### src/design/udpg_pkg.sv
`timescale 1ns / 1ps
`default_nettype none
// ----------------------------------------------------------------------------
// udpg_pkg
// shared types and constants of the udp header generator
// ----------------------------------------------------------------------------
package udpg_pkg;

    // configuration register indexes
    localparam logic [1:0] CFG_FRAME_LENGTH  = 2'd0;
    localparam logic [1:0] CFG_ADDRESS_COUNT = 2'd1;

    localparam int unsigned HDR_BYTES = 42;
    localparam logic [5:0]  LAST_POS  = 6'(HDR_BYTES - 1);

    localparam logic [15:0] FRAME_LENGTH_RESET = 16'd60;
    localparam logic [15:0] ETH_IP_OFFSET      = 16'd14;
    localparam logic [15:0] ETH_UDP_OFFSET     = 16'd34;

    localparam logic [7:0]  SRC_NET      = 8'h0A;
    localparam logic [15:0] DST_HI       = 16'hC0A8;
    localparam logic [15:0] DST_LO       = 16'h0001;
    localparam logic [15:0] IP_VER_TOS   = 16'h4500;
    localparam logic [15:0] IP_ID        = 16'd2012;
    localparam logic [15:0] IP_TTL_PROTO = 16'h4011;
    localparam logic [15:0] UDP_SRC_PORT = 16'd2014;
    localparam logic [15:0] UDP_DST_PORT = 16'd3000;
    localparam logic [7:0]  ETHERTYPE_HI = 8'h08;

    // sum of the header words that never change (flags/fragment word is zero)
    localparam logic [17:0] CSUM_BASE = 18'(IP_VER_TOS) + 18'(IP_ID) + 18'(IP_TTL_PROTO)
                                      + 18'({SRC_NET, 8'h00}) + 18'(DST_HI) + 18'(DST_LO);

    typedef enum logic [1:0] {
        ST_IDLE,
        ST_DIV,
        ST_SUM,
        ST_PUSH
    } t_front_state;

    // per-packet values handed from the front to the serialiser
    typedef struct packed {
        logic [23:0] src_low;
        logic [15:0] csum;
    } t_hdr_job;

endpackage
`default_nettype wire

### src/design/udpg_front.sv
`timescale 1ns / 1ps
`default_nettype none
// ----------------------------------------------------------------------------
// udpg_front
// takes packet indexes, derives source address and ip header checksum
// ----------------------------------------------------------------------------
module udpg_front (
    input  wire logic                 i_clk,
    input  wire logic                 i_rst_n,
    input  wire logic                 i_start,
    output logic                      o_busy,
    input  wire logic [31:0]          i_packet_index,
    input  wire logic [15:0]          i_frame_length,
    input  wire logic [24:0]          i_address_count,
    input  wire logic                 i_q_full,
    output logic                      o_push,
    output udpg_pkg::t_hdr_job        o_job
);

    udpg_pkg::t_front_state r_state, n_state;
    logic [31:0] r_dvd, n_dvd;
    logic [24:0] r_rem, n_rem;
    logic [4:0]  r_cnt, n_cnt;
    logic [23:0] r_src, n_src;
    logic [15:0] r_csum, n_csum;

    logic        accept;
    logic        cnt_zero;
    logic        cnt_one;
    logic        cnt_pow2;
    logic [25:0] trial;
    logic [25:0] trial_sub;
    logic [15:0] ip_len;
    logic [17:0] sum;
    logic [16:0] fold1;
    logic [15:0] fold2;

    assign accept   = i_start && (r_state == udpg_pkg::ST_IDLE);
    assign cnt_zero = (i_address_count == 25'd0);
    assign cnt_one  = (i_address_count == 25'd1);
    assign cnt_pow2 = ((i_address_count & (i_address_count - 25'd1)) == 25'd0);

    // one restoring remainder step
    assign trial     = {r_rem, r_dvd[31]};
    assign trial_sub = trial - {1'b0, i_address_count};

    assign ip_len = i_frame_length - udpg_pkg::ETH_IP_OFFSET;
    assign sum    = udpg_pkg::CSUM_BASE + 18'(ip_len) + 18'(r_src[23:16]) + 18'(r_src[15:0]);
    assign fold1  = 17'(sum[15:0]) + 17'(sum[17:16]);
    assign fold2  = fold1[15:0] + 16'(fold1[16]);

    always_ff @(posedge i_clk) begin
        if (!i_rst_n) begin
            r_state <= udpg_pkg::ST_IDLE;
        end else begin
            r_state <= n_state;
        end
        r_dvd  <= n_dvd;
        r_rem  <= n_rem;
        r_cnt  <= n_cnt;
        r_src  <= n_src;
        r_csum <= n_csum;
    end

    always_comb begin
        n_state = r_state;
        n_dvd   = r_dvd;
        n_rem   = r_rem;
        n_cnt   = r_cnt;
        n_src   = r_src;
        n_csum  = r_csum;
        o_push  = 1'b0;
        case (r_state)
            udpg_pkg::ST_IDLE: begin
                if (accept) begin
                    n_dvd = i_packet_index;
                    n_rem = '0;
                    n_cnt = 5'd31;
                    if (cnt_zero) begin
                        n_src   = i_packet_index[23:0];
                        n_state = udpg_pkg::ST_SUM;
                    end else if (cnt_one) begin
                        n_src   = '0;
                        n_state = udpg_pkg::ST_SUM;
                    end else if (cnt_pow2) begin
                        n_src   = i_packet_index[23:0] & 24'(i_address_count - 25'd1);
                        n_state = udpg_pkg::ST_SUM;
                    end else begin
                        n_state = udpg_pkg::ST_DIV;
                    end
                end
            end
            udpg_pkg::ST_DIV: begin
                n_dvd = {r_dvd[30:0], 1'b0};
                if (!trial_sub[25]) begin
                    n_rem = trial_sub[24:0];
                end else begin
                    n_rem = trial[24:0];
                end
                n_cnt = r_cnt - 5'd1;
                if (r_cnt == 5'd0) begin
                    n_src   = n_rem[23:0];
                    n_state = udpg_pkg::ST_SUM;
                end
            end
            udpg_pkg::ST_SUM: begin
                n_csum  = ~fold2;
                n_state = udpg_pkg::ST_PUSH;
            end
            udpg_pkg::ST_PUSH: begin
                if (!i_q_full) begin
                    o_push  = 1'b1;
                    n_state = udpg_pkg::ST_IDLE;
                end
            end
            default: begin
                n_state = udpg_pkg::ST_IDLE;
            end
        endcase
    end

    assign o_busy        = (r_state != udpg_pkg::ST_IDLE);
    assign o_job.src_low = r_src;
    assign o_job.csum    = r_csum;

endmodule
`default_nettype wire

### src/design/udpg_queue.sv
`timescale 1ns / 1ps
`default_nettype none
// ----------------------------------------------------------------------------
// udpg_queue
// short flop fifo of header jobs between front and serialiser
// ----------------------------------------------------------------------------
module udpg_queue #(
    parameter int DEPTH = 2
) (
    input  wire logic                 i_clk,
    input  wire logic                 i_rst_n,
    input  wire logic                 i_push,
    input  wire udpg_pkg::t_hdr_job   i_job,
    output logic                      o_full,
    input  wire logic                 i_pop,
    output logic                      o_empty,
    output udpg_pkg::t_hdr_job        o_head
);

    localparam int PTR_W = (DEPTH > 1) ? $clog2(DEPTH) : 1;
    localparam int CNT_W = $clog2(DEPTH + 1);

    udpg_pkg::t_hdr_job r_mem [DEPTH];
    logic [PTR_W-1:0] r_wr, n_wr;
    logic [PTR_W-1:0] r_rd, n_rd;
    logic [CNT_W-1:0] r_fill, n_fill;

    always_ff @(posedge i_clk) begin
        if (!i_rst_n) begin
            r_wr   <= '0;
            r_rd   <= '0;
            r_fill <= '0;
        end else begin
            r_wr   <= n_wr;
            r_rd   <= n_rd;
            r_fill <= n_fill;
        end
        if (i_push) begin
            r_mem[r_wr] <= i_job;
        end
    end

    always_comb begin
        n_wr   = r_wr;
        n_rd   = r_rd;
        n_fill = r_fill;
        if (i_push) begin
            n_wr = (r_wr == PTR_W'(DEPTH - 1)) ? '0 : r_wr + PTR_W'(1);
        end
        if (i_pop) begin
            n_rd = (r_rd == PTR_W'(DEPTH - 1)) ? '0 : r_rd + PTR_W'(1);
        end
        if (i_push && !i_pop) begin
            n_fill = r_fill + CNT_W'(1);
        end else if (i_pop && !i_push) begin
            n_fill = r_fill - CNT_W'(1);
        end
    end

    assign o_full  = (r_fill == CNT_W'(DEPTH));
    assign o_empty = (r_fill == '0);
    assign o_head  = r_mem[r_rd];

endmodule
`default_nettype wire

### src/design/udpg_back.sv
`timescale 1ns / 1ps
`default_nettype none
// ----------------------------------------------------------------------------
// udpg_back
// serialises one header job into 42 bytes, one per cycle
// ----------------------------------------------------------------------------
module udpg_back (
    input  wire logic                 i_clk,
    input  wire logic                 i_rst_n,
    input  wire logic                 i_empty,
    input  wire udpg_pkg::t_hdr_job   i_head,
    output logic                      o_pop,
    input  wire logic [15:0]          i_frame_length,
    output logic                      o_strobe,
    output logic [7:0]                o_header_byte,
    output logic [5:0]                o_byte_position,
    output logic                      o_last_byte
);

    udpg_pkg::t_hdr_job r_job;
    logic       r_active, n_active;
    logic [5:0] r_pos, n_pos;
    logic       r_strobe;
    logic [7:0] r_byte, n_byte;
    logic [5:0] r_out_pos;
    logic       r_last;

    logic [15:0] ip_len;
    logic [15:0] udp_len;
    logic        at_end;

    assign ip_len  = i_frame_length - udpg_pkg::ETH_IP_OFFSET;
    assign udp_len = i_frame_length - udpg_pkg::ETH_UDP_OFFSET;
    assign at_end  = (r_pos == udpg_pkg::LAST_POS);
    assign o_pop   = !i_empty && (!r_active || at_end);

    always_comb begin
        n_active = r_active;
        n_pos    = r_pos;
        if (o_pop) begin
            n_active = 1'b1;
            n_pos    = '0;
        end else if (r_active) begin
            if (at_end) begin
                n_active = 1'b0;
            end else begin
                n_pos = r_pos + 6'd1;
            end
        end
    end

    // byte at the current offset
    always_comb begin
        case (r_pos)
            6'd12:   n_byte = udpg_pkg::ETHERTYPE_HI;
            6'd14:   n_byte = udpg_pkg::IP_VER_TOS[15:8];
            6'd16:   n_byte = ip_len[15:8];
            6'd17:   n_byte = ip_len[7:0];
            6'd18:   n_byte = udpg_pkg::IP_ID[15:8];
            6'd19:   n_byte = udpg_pkg::IP_ID[7:0];
            6'd22:   n_byte = udpg_pkg::IP_TTL_PROTO[15:8];
            6'd23:   n_byte = udpg_pkg::IP_TTL_PROTO[7:0];
            6'd24:   n_byte = r_job.csum[15:8];
            6'd25:   n_byte = r_job.csum[7:0];
            6'd26:   n_byte = udpg_pkg::SRC_NET;
            6'd27:   n_byte = r_job.src_low[23:16];
            6'd28:   n_byte = r_job.src_low[15:8];
            6'd29:   n_byte = r_job.src_low[7:0];
            6'd30:   n_byte = udpg_pkg::DST_HI[15:8];
            6'd31:   n_byte = udpg_pkg::DST_HI[7:0];
            6'd32:   n_byte = udpg_pkg::DST_LO[15:8];
            6'd33:   n_byte = udpg_pkg::DST_LO[7:0];
            6'd34:   n_byte = udpg_pkg::UDP_SRC_PORT[15:8];
            6'd35:   n_byte = udpg_pkg::UDP_SRC_PORT[7:0];
            6'd36:   n_byte = udpg_pkg::UDP_DST_PORT[15:8];
            6'd37:   n_byte = udpg_pkg::UDP_DST_PORT[7:0];
            6'd38:   n_byte = udp_len[15:8];
            6'd39:   n_byte = udp_len[7:0];
            default: n_byte = (r_pos < 6'd12) ? {2'b00, r_pos} : 8'h00;
        endcase
    end

    always_ff @(posedge i_clk) begin
        if (!i_rst_n) begin
            r_active <= 1'b0;
            r_strobe <= 1'b0;
        end else begin
            r_active <= n_active;
            r_strobe <= r_active;
        end
        r_pos     <= n_pos;
        r_byte    <= n_byte;
        r_out_pos <= r_pos;
        r_last    <= at_end;
        if (o_pop) begin
            r_job <= i_head;
        end
    end

    assign o_strobe        = r_strobe;
    assign o_header_byte   = r_byte;
    assign o_byte_position = r_out_pos;
    assign o_last_byte     = r_strobe && r_last;

endmodule
`default_nettype wire

### src/design/udp_header_generator.sv
`timescale 1ns / 1ps
`default_nettype none
// ----------------------------------------------------------------------------
// udp_header_generator
// emits the 42-byte ethernet/ipv4/udp header for each packet index
// ----------------------------------------------------------------------------
// a packet index is taken when start is high and busy is low; the block then
// emits 42 header bytes, one per cycle on o_strobe, last byte marked by
// o_last_byte. the receiver cannot stall: every strobed byte is taken as it
// appears. the sustained packet rate is set by the byte serialiser. the
// front derives the source directly for zero, one or power-of-two address
// counts and by a 32-step bit-serial remainder otherwise, busy all the while;
// up to QUEUE_DEPTH finished jobs wait for the serialiser, so busy also stays
// high while a finished job waits for a full queue. a job from an empty queue
// is popped into the serialiser, then its first byte is registered out.
// configuration: index 0 frame_length, index 1 address_count; writes are
// always taken (o_cfg_ready tied high) and must be issued while idle
// ----------------------------------------------------------------------------
module udp_header_generator #(
    parameter int QUEUE_DEPTH = 2
) (
    input  wire logic        i_clk,
    input  wire logic        i_rst_n,
    // request side
    input  wire logic        start,
    output logic             busy,
    input  wire logic [31:0] i_packet_index,
    // configuration write channel
    input  wire logic        i_cfg_valid,
    output logic             o_cfg_ready,
    input  wire logic [1:0]  i_cfg_index,
    input  wire logic [24:0] i_cfg_data,
    // header byte stream
    output logic             o_strobe,
    output logic [7:0]       o_header_byte,
    output logic [5:0]       o_byte_position,
    output logic             o_last_byte
);

    logic [15:0] r_frame_length;
    logic [24:0] r_address_count;

    udpg_pkg::t_hdr_job push_job;
    udpg_pkg::t_hdr_job head_job;
    logic q_push;
    logic q_pop;
    logic q_full;
    logic q_empty;
    logic cfg_wr;

    assign o_cfg_ready = 1'b1;
    assign cfg_wr      = i_cfg_valid && o_cfg_ready;

    // configuration registers, unknown indexes are ignored
    always_ff @(posedge i_clk) begin
        if (!i_rst_n) begin
            r_frame_length  <= udpg_pkg::FRAME_LENGTH_RESET;
            r_address_count <= '0;
        end else if (cfg_wr) begin
            case (i_cfg_index)
                udpg_pkg::CFG_FRAME_LENGTH:  r_frame_length  <= i_cfg_data[15:0];
                udpg_pkg::CFG_ADDRESS_COUNT: r_address_count <= i_cfg_data;
                default: ;
            endcase
        end
    end

    // front: source address and header checksum per request
    udpg_front u_front (
        .i_clk           (i_clk),
        .i_rst_n         (i_rst_n),
        .i_start         (start),
        .o_busy          (busy),
        .i_packet_index  (i_packet_index),
        .i_frame_length  (r_frame_length),
        .i_address_count (r_address_count),
        .i_q_full        (q_full),
        .o_push          (q_push),
        .o_job           (push_job)
    );

    // decoupling queue
    udpg_queue #(
        .DEPTH (QUEUE_DEPTH)
    ) u_queue (
        .i_clk   (i_clk),
        .i_rst_n (i_rst_n),
        .i_push  (q_push),
        .i_job   (push_job),
        .o_full  (q_full),
        .i_pop   (q_pop),
        .o_empty (q_empty),
        .o_head  (head_job)
    );

    // back: byte serialiser with registered outputs
    udpg_back u_back (
        .i_clk           (i_clk),
        .i_rst_n         (i_rst_n),
        .i_empty         (q_empty),
        .i_head          (head_job),
        .o_pop           (q_pop),
        .i_frame_length  (r_frame_length),
        .o_strobe        (o_strobe),
        .o_header_byte   (o_header_byte),
        .o_byte_position (o_byte_position),
        .o_last_byte     (o_last_byte)
    );

endmodule
`default_nettype wire

### config.mk
export PLATFORM = sky130hd
export DESIGN_NAME = udp_header_generator
export DESIGN_NICKNAME = d
export VERILOG_FILES = /design/src/design/udpg_pkg.sv /design/src/design/udpg_front.sv /design/src/design/udpg_queue.sv /design/src/design/udpg_back.sv /design/src/design/udp_header_generator.sv
export SDC_FILE = /design/constraint.sdc
export NUM_CORES = 1
export LEC_CHECK = 0
export ABC_CLOCK_PERIOD_IN_PS = 9400
export BUFFER_PORTS_ARGS = -buffer_cell sky130_fd_sc_hd__buf_2
export CAP_MARGIN = 20
export CORE_AREA = 2 2 204 206
export DETAILED_ROUTE_END_ITERATION = 12
export DIE_AREA = 0 0 206 208
export GPL_ROUTABILITY_DRIVEN = 0
export MAX_ROUTING_LAYER = met4
export SYNTH_ARGS = -nofsm -noshare
export SYNTH_HDL_FRONTEND = slang
export SYNTH_SLANG_ARGS = --single-unit
### constraint.sdc
create_clock -name i_clk -period 9.4 [get_ports i_clk]
set_clock_uncertainty 0.05 [all_clocks]
set_input_delay 0.47 -clock i_clk [delete_from_list [all_inputs] [get_ports i_clk]]
set_output_delay 0.47 -clock i_clk [all_outputs]
set_load 0.05 [all_outputs]
# After elaboration in Yosys (flattened, before gate mapping)
# Memories as Yosys holds them, arrays and structs flattened. A register that Yosys moved wholly into a read port is not among the register bits.
# Index checks and enable logic that the tools add are counted.
# word_totals
output_inout_bits,18
word_cells,132
mem_bits_rw,80
n_memories,1
ff_bits,172
inputBits,63
# mem_list
memory,depth,word_bits,read_ports,rd_clocked_by_memory_dff,wr,line_no,source
u_queue.r_mem,2,40,1,1,1,udpg_queue.sv:23,udpg_pkg::t_hdr_job r_mem [DEPTH];
# classes
eq_ne,35
n_reduce_logical,26
add_sub_neg,15
mux,33
bitwise_logic,4
magnitude_cmp,1
# ops
op,n
$pmux 8 s23,1
$mux 24,5
$eq 6x5->1 const B,14
$pmux 32 s2,1
$eq 6x6->1 const B,9
$logic_not 25->1,2
$mux 25,2
$pmux 25 s2,1
$pmux 24 s2,1
$mux 32,1
$sub 26x25->26,1
$and 25x25->25,1
$eq 25x1->1 const B,1
$sub 25x1->25 const B,1
$and 24x24->24,1
$add 17x16->18 const A,1
$add 18x16->18,1
$add 18x8->18,1
$add 16x2->17,1
$add 16x1->16,1
$mux 2,8
$not 16->16,1
$sub 16x4->16 const B,1
$sub 16x6->16 const B,1
other kinds (28),56

# Longest topological paths before layout
# logic_depth
ltp_word,8
mapped_depth,32
ltp_nobuf,32

# Modules after synthesis
# From an unflattened synthesis, not the netlist that was laid out.
# hier_totals
hier_cells,1601
area_unflattened_um2,16970.0
# by_module_without_submodules
module,seq_area_each_um2,cells_each,instances,area_per_inst_um2
udpg_front,3103.0,975,1,8999.9
udpg_back,1661.6,312,1,3231.8
udpg_queue,2502.4,146,1,3091.7
udp_header_generator,820.8,168,1,1646.6

# Least setup slack after synthesis
# Ideal clock, no wire load.
# synth_path
path_type,reg2reg
start,reg u_front.r_state[1]
end,reg u_front.r_src[0] (enable)
synth_period_minus_slack_ns,7.703
t_required_ns,8.910
setup_time_ns,0.440
path_buffers,1
setup_slack_ns,1.697
arrival_ns,7.213
path_stages_with_launch,7
cell_sequence,dfxtp_1 inv_1 ha_1 inv_1 clkbuf_1 o21ai_0 nor3b_1
# synth_between
elab_chain_cells,4
word_cells_on_any_way,8
classes_between,4 x eq/ne; 4 x reduce/logical
# synth_rtl
element,line_no,source
start: declaration,udpg_front.sv:20,"udpg_pkg::t_front_state r_state, n_state;"
start signal: assignment,udpg_front.sv:54,r_state <= udpg_pkg::ST_IDLE;
start signal: assignment,udpg_front.sv:56,r_state <= n_state;
$logic_not 2->1,"udpg_front.sv:38, udpg_front.sv:73",
$logic_and 1x1->1,udpg_front.sv:38,assign accept = i_start && (r_state == udpg_pkg::ST_IDLE);
$ne 2x1->1 (no line),--,
$reduce_and 4->1 (no line) *,--,
end signal: assignment,udpg_front.sv:61,r_src <= n_src;
end: declaration,udpg_front.sv:24,"logic [23:0] r_src, n_src;"
# Every way passes the cells marked *; elsewhere a longest branch is shown, timed or not.
# A chain may end at the register's enable or synchronous reset.

# Worst setup path after layout
# layout_path
start,reg r_frame_length[1]
end,"reg u_front.r_csum[15], data pin"
# layout_between
elab_chain_cells,7
# layout_rtl
element,line_no,source
start: declaration,udp_header_generator.sv:40,logic [15:0] r_frame_length;
start signal: assignment,udp_header_generator.sv:57,r_frame_length <= udpg_pkg::FRAME_LENGTH_RESET;
start signal: assignment,udp_header_generator.sv:61,udpg_pkg::CFG_FRAME_LENGTH: r_frame_length <= i_cfg_data[15:0];
$sub 16x4->16,udpg_front.sv:47,assign ip_len = i_frame_length - udpg_pkg::ETH_IP_OFFSET;
$add 17x16->18,udpg_front.sv:48,assign sum = udpg_pkg::CSUM_BASE + 18'(ip_len) + 18'(r_src[23:16]) + 18'(r_src[15:0]);
$add 18x8->18,udpg_front.sv:48,
$add 18x16->18,udpg_front.sv:48,
$add 16x2->17,udpg_front.sv:49,assign fold1 = 17'(sum[15:0]) + 17'(sum[17:16]);
$add 16x1->16,udpg_front.sv:50,assign fold2 = fold1[15:0] + 16'(fold1[16]);
$not 16->16,udpg_front.sv:107,n_csum = ~fold2;
end signal: assignment,udpg_front.sv:62,r_csum <= n_csum;
end: declaration,udpg_front.sv:25,"logic [15:0] r_csum, n_csum;"
# Every way passes these cells.

==> flow_metrics.py <==
metrics = {
    "outcome": {
        "status": "complete, no violations",
    },
    "pwr": {
        "power_leakage_nw": 6.92,
        "p_sw_mw": 3.10,
        "p_seq_frac": 0.306,
        "ir_drop_v": 0.000289,
        "powerDensity_nw_per_um2": 398,
        "internal-power_mw": 4.13,
        "sw_frac_of_total": 0.429,
        "power_frac_comb": 0.519,
        "clock_power_share": 0.176,
    },
    "drt": {
        "vias": 11600,
        "drt_iter0_markers": 995,
        "drtAntennaViolNets": 0,
        "routed_wl_mm": 42.0,
        "drt_pass1_iterations": 5,
        "vias_per_cell": 5.49,
        "highest_layer": "met4",
        "drt-met1-wl_mm": 18.9,
        "wire_per_inst_microns": 19.9,
        "drc": 0,
        "routed-wl-met3_mm": 2.02,
        "routed-wl-met2_mm": 19.8,
    },
    "synthesis": {
        "synthArstFlopShare": 0,
        "syn_inst": 1494,
        "synthFlopType": "edfxtp_1",
        "yosys_warnings": 0,
        "seq_area_frac_synth": 0.501,
        "synth_seq_cells": 292,
        "syn_nets": 1674,
        "synth_cell_type_count": 78,
        "synth-edff-count": 222,
        "synth_area_per_cell_sq_um": 10.8,
        "synth.cell_area_sq_um": 16100,
    },
    "setup_path": {
        "reg2reg_to": "u_front.r_csum[15]",
        "path_max_fanout": 8,
        "worstRegToRegCells": 30,
        "path_common_cell": "ha_1",
        "r2r-start": "r_frame_length[1]",
        "crit_path_start_kind": "register",
        "worst-setup-path-type": "reg2reg",
        "worstPathArrival_ps": 7980,
        "end_kind": "register",
        "crit_path_end": "u_front.r_csum[15]",
        "cp.required_ps": 9680,
        "cpPeakStageDelay_ps": 470,
        "slowest_stage": "dfxtp_1",
        "startpoint": "r_frame_length[1]",
        "r2r_setup_slack_ps": 1690,
    },
    "cts": {
        "ctsHoldBuffers": 0,
        "cts_root_buf": "clkbuf_16",
        "htreeDepth": 1,
        "worstSkewPairLatency_ps": 590,
        "clkTransAtPathRegs_ps": 60,
        "post_cts_resized": 0,
        "numCtsBuffers": 31,
        "postCtsSetupRepairBufs": 0,
        "clk_path_buf_depth": 3,
        "cts.sinks": 292,
        "cts_tree": "built",
    },
    "final_layout": {
        "layout-drive-gt1-share": 0.146,
        "num-nets-final": 1732,
        "syn2layout_area_growth_pct": 12.7,
        "antenna_cells": 0,
    },
    "floorplanning": {
        "core_area_sq_um": 40600,
        "start_util": 0.397,
        "fp-row-count": 74,
        "die_area_sq_um": 42800,
        "ios": 81,
        "die_w_microns": 206,
        "die_h_microns": 208,
    },
    "sta": {
        "hold_slack_ps": 78.5,
        "period_share": 0.820,
        "hold_violations": 0,
        "finalSetupViolCount": 0,
        "max_clock_freq_ghz": 0.130,
        "rsz0062_at_grt": "no",
        "relSlewSlack": 0.299,
        "setup_tns_ps": 0,
        "period_needed_ps": 7710,
        "worst_pin_slew_ps": 1050,
        "slew_viol_final": 0,
    },
    "global_routing": {
        "grt_max_degree": 66,
        "grt_usage": 0.199,
        "grt_pass1_wl_mm": 64.4,
        "gr-total-overflow": 0,
        "antenna_found_initial": 2,
        "grt_pass1_vias": 11200,
    },
    "placement": {
        "place_hpwl_mm": 30.5,
        "port_buffers": 79,
    },
    "hold_path": {
        "hp-class": "in2reg",
    },
    "job": {
        "maxCapViolCount": 0,
    },
}
-- critical path, delay by kind of cell (launching register included) --
kind	cells	cell delay [ps]
and+or+nand+nor	7	1630
AOI/OAI and AO/OA	10	2430
DFF	1	470
adders and majority gates	8	2390
xor gates and xnor gates	2	230
buffers and inverters	3	240
-- per-stage QoR --
stage / std cells / utilization / setup slack [ps] / power (mW) / instance area [sq um]
after global placement: 2048 / 0.420 / 1950 / 5.89 / 17000
after detailed placement: 2049 / 0.420 / 1740 / 5.94 / 17100
after floorplan: 1494 / - / 1700 / 4.94 / 16100
final: 2109 / 0.447 / 1690 / 7.23 / 18100
after global routing: 2109 / 0.447 / 977 / 7.73 / 18100
after CTS: 2107 / 0.447 / 1720 / 7.24 / 18100
-- final cells by class --
| type | instances | area (sq um) |
|---|---|---|
| Clock buffer | 42 | 867 |
| Clock inverter | 16 | 190 |
| Fill cell | 3821 | 22400 |
| Inverter | 88 | 330 |
| Multi-Input combinational cell | 1050 | 7520 |
| Sequential cell | 292 | 8070 |
| Tap cell | 532 | 666 |
| Timing Repair Buffer | 89 | 503 |
-- Yosys cell counts (16+ instances only) --
cell | count | area (sq um)
nand3_1 | 58 | 290
ha_1 | 105 | 1310
xnor2_1 | 43 | 377
clkbuf_1 | 53 | 199
inv_1 | 88 | 330
a21oi_1 | 46 | 230
edfxtp_1 | 222 | 6670
and2_1 | 18 | 113
o21ai_0 | 83 | 415
nor2_1 | 91 | 342
mux2_2 | 72 | 811
nor3_1 | 16 | 80.1
dfxtp_1 | 70 | 1400
nand4_1 | 17 | 106
xor2_1 | 34 | 298
nand2_1 | 169 | 634
a21boi_0 | 42 | 315
mux2i_1 | 21 | 210
-- cells in the final DEF, fill, tap and decap left out, drive strengths merged, types with 58 or more instances in the layout --
master and n:
nand3 58, inv 91, edfxtp 222, buf 89
o21ai 85, dfxtp 70, mux2 72, nor2 92
ha 105, nand2 169
-- worst min-delay path by stage --
stage / startpoint / to / slack, ps / cells past startpoint
6_report: i_cfg_data[5] / r_frame_length[5] / 80 / 3
5_1_grt: i_cfg_data[3] / r_frame_length[3] / 80 / 3
4_1_cts: i_cfg_data[5] / r_frame_length[5] / 60 / 3
3_5_place_dp: u_front.r_csum[10] / u_queue.r_mem[0][10] / 380 / 0
3_3_place_gp: u_front.r_csum[10] / u_queue.r_mem[0][10] / 370 / 0
2_1_floorplan: u_back.r_pos[4] / u_back.o_byte_position[4] / 310 / 0
-- logic make-up (layout without fill, tap and decap cells) --
kind of cell / count (synthesis) / after routing / synth area share
AND/OR/NAND/NOR: 463 / 463 / 0.138
AO/OA/AOI/OAI: 298 / 298 / 0.123
flip-flops: 292 / 292 / 0.501
buffers and inverters: 152 / 235 / 0.0358
adder cells (fa/ha/maj): 118 / 118 / 0.0971
multiplexers: 93 / 93 / 0.0634
XOR/XNOR: 77 / 77 / 0.0419
other: 1 / 1 / 0.000233
-- state kept, by name, summed over array words and instances, names as in the netlist --
signal                  cells
u_front.r_cnt               5
u_front.r_csum             16
u_queue.r_rd                1
u_queue.r_mem              80
u_back.r_pos                6
u_back.r_job               40
u_front.r_dvd              32
u_front.r_src              24
r_frame_length             16
u_back.o_header_byte        8
u_queue.r_wr                1
u_front.r_state             2
u_queue.r_fill              2
u_front.r_rem              25
u_back.r_active             1
r_address_count            25
u_back.r_last               1
u_back.o_byte_position      6
u_back.o_strobe             1
-- power groups by stage --
stage,Combinational (mW),Clock (mW),Sequential [mW]
floorplan,2.76,0,2.18
global placement,3.65,0,2.24
detailed placement,3.69,0,2.25
CTS,3.71,1.30,2.23
global route,4.14,1.34,2.25
finish,3.75,1.27,2.21
-- routing by layer --
metal / vias up / track usage
met4: 0 / 0.0498
met3: 82 / 0.0277
met5: - / -
li1: 5547 / -
met1: 5639 / 0.267
met2: 308 / 0.319
Power figures use the tool's default switching activity.
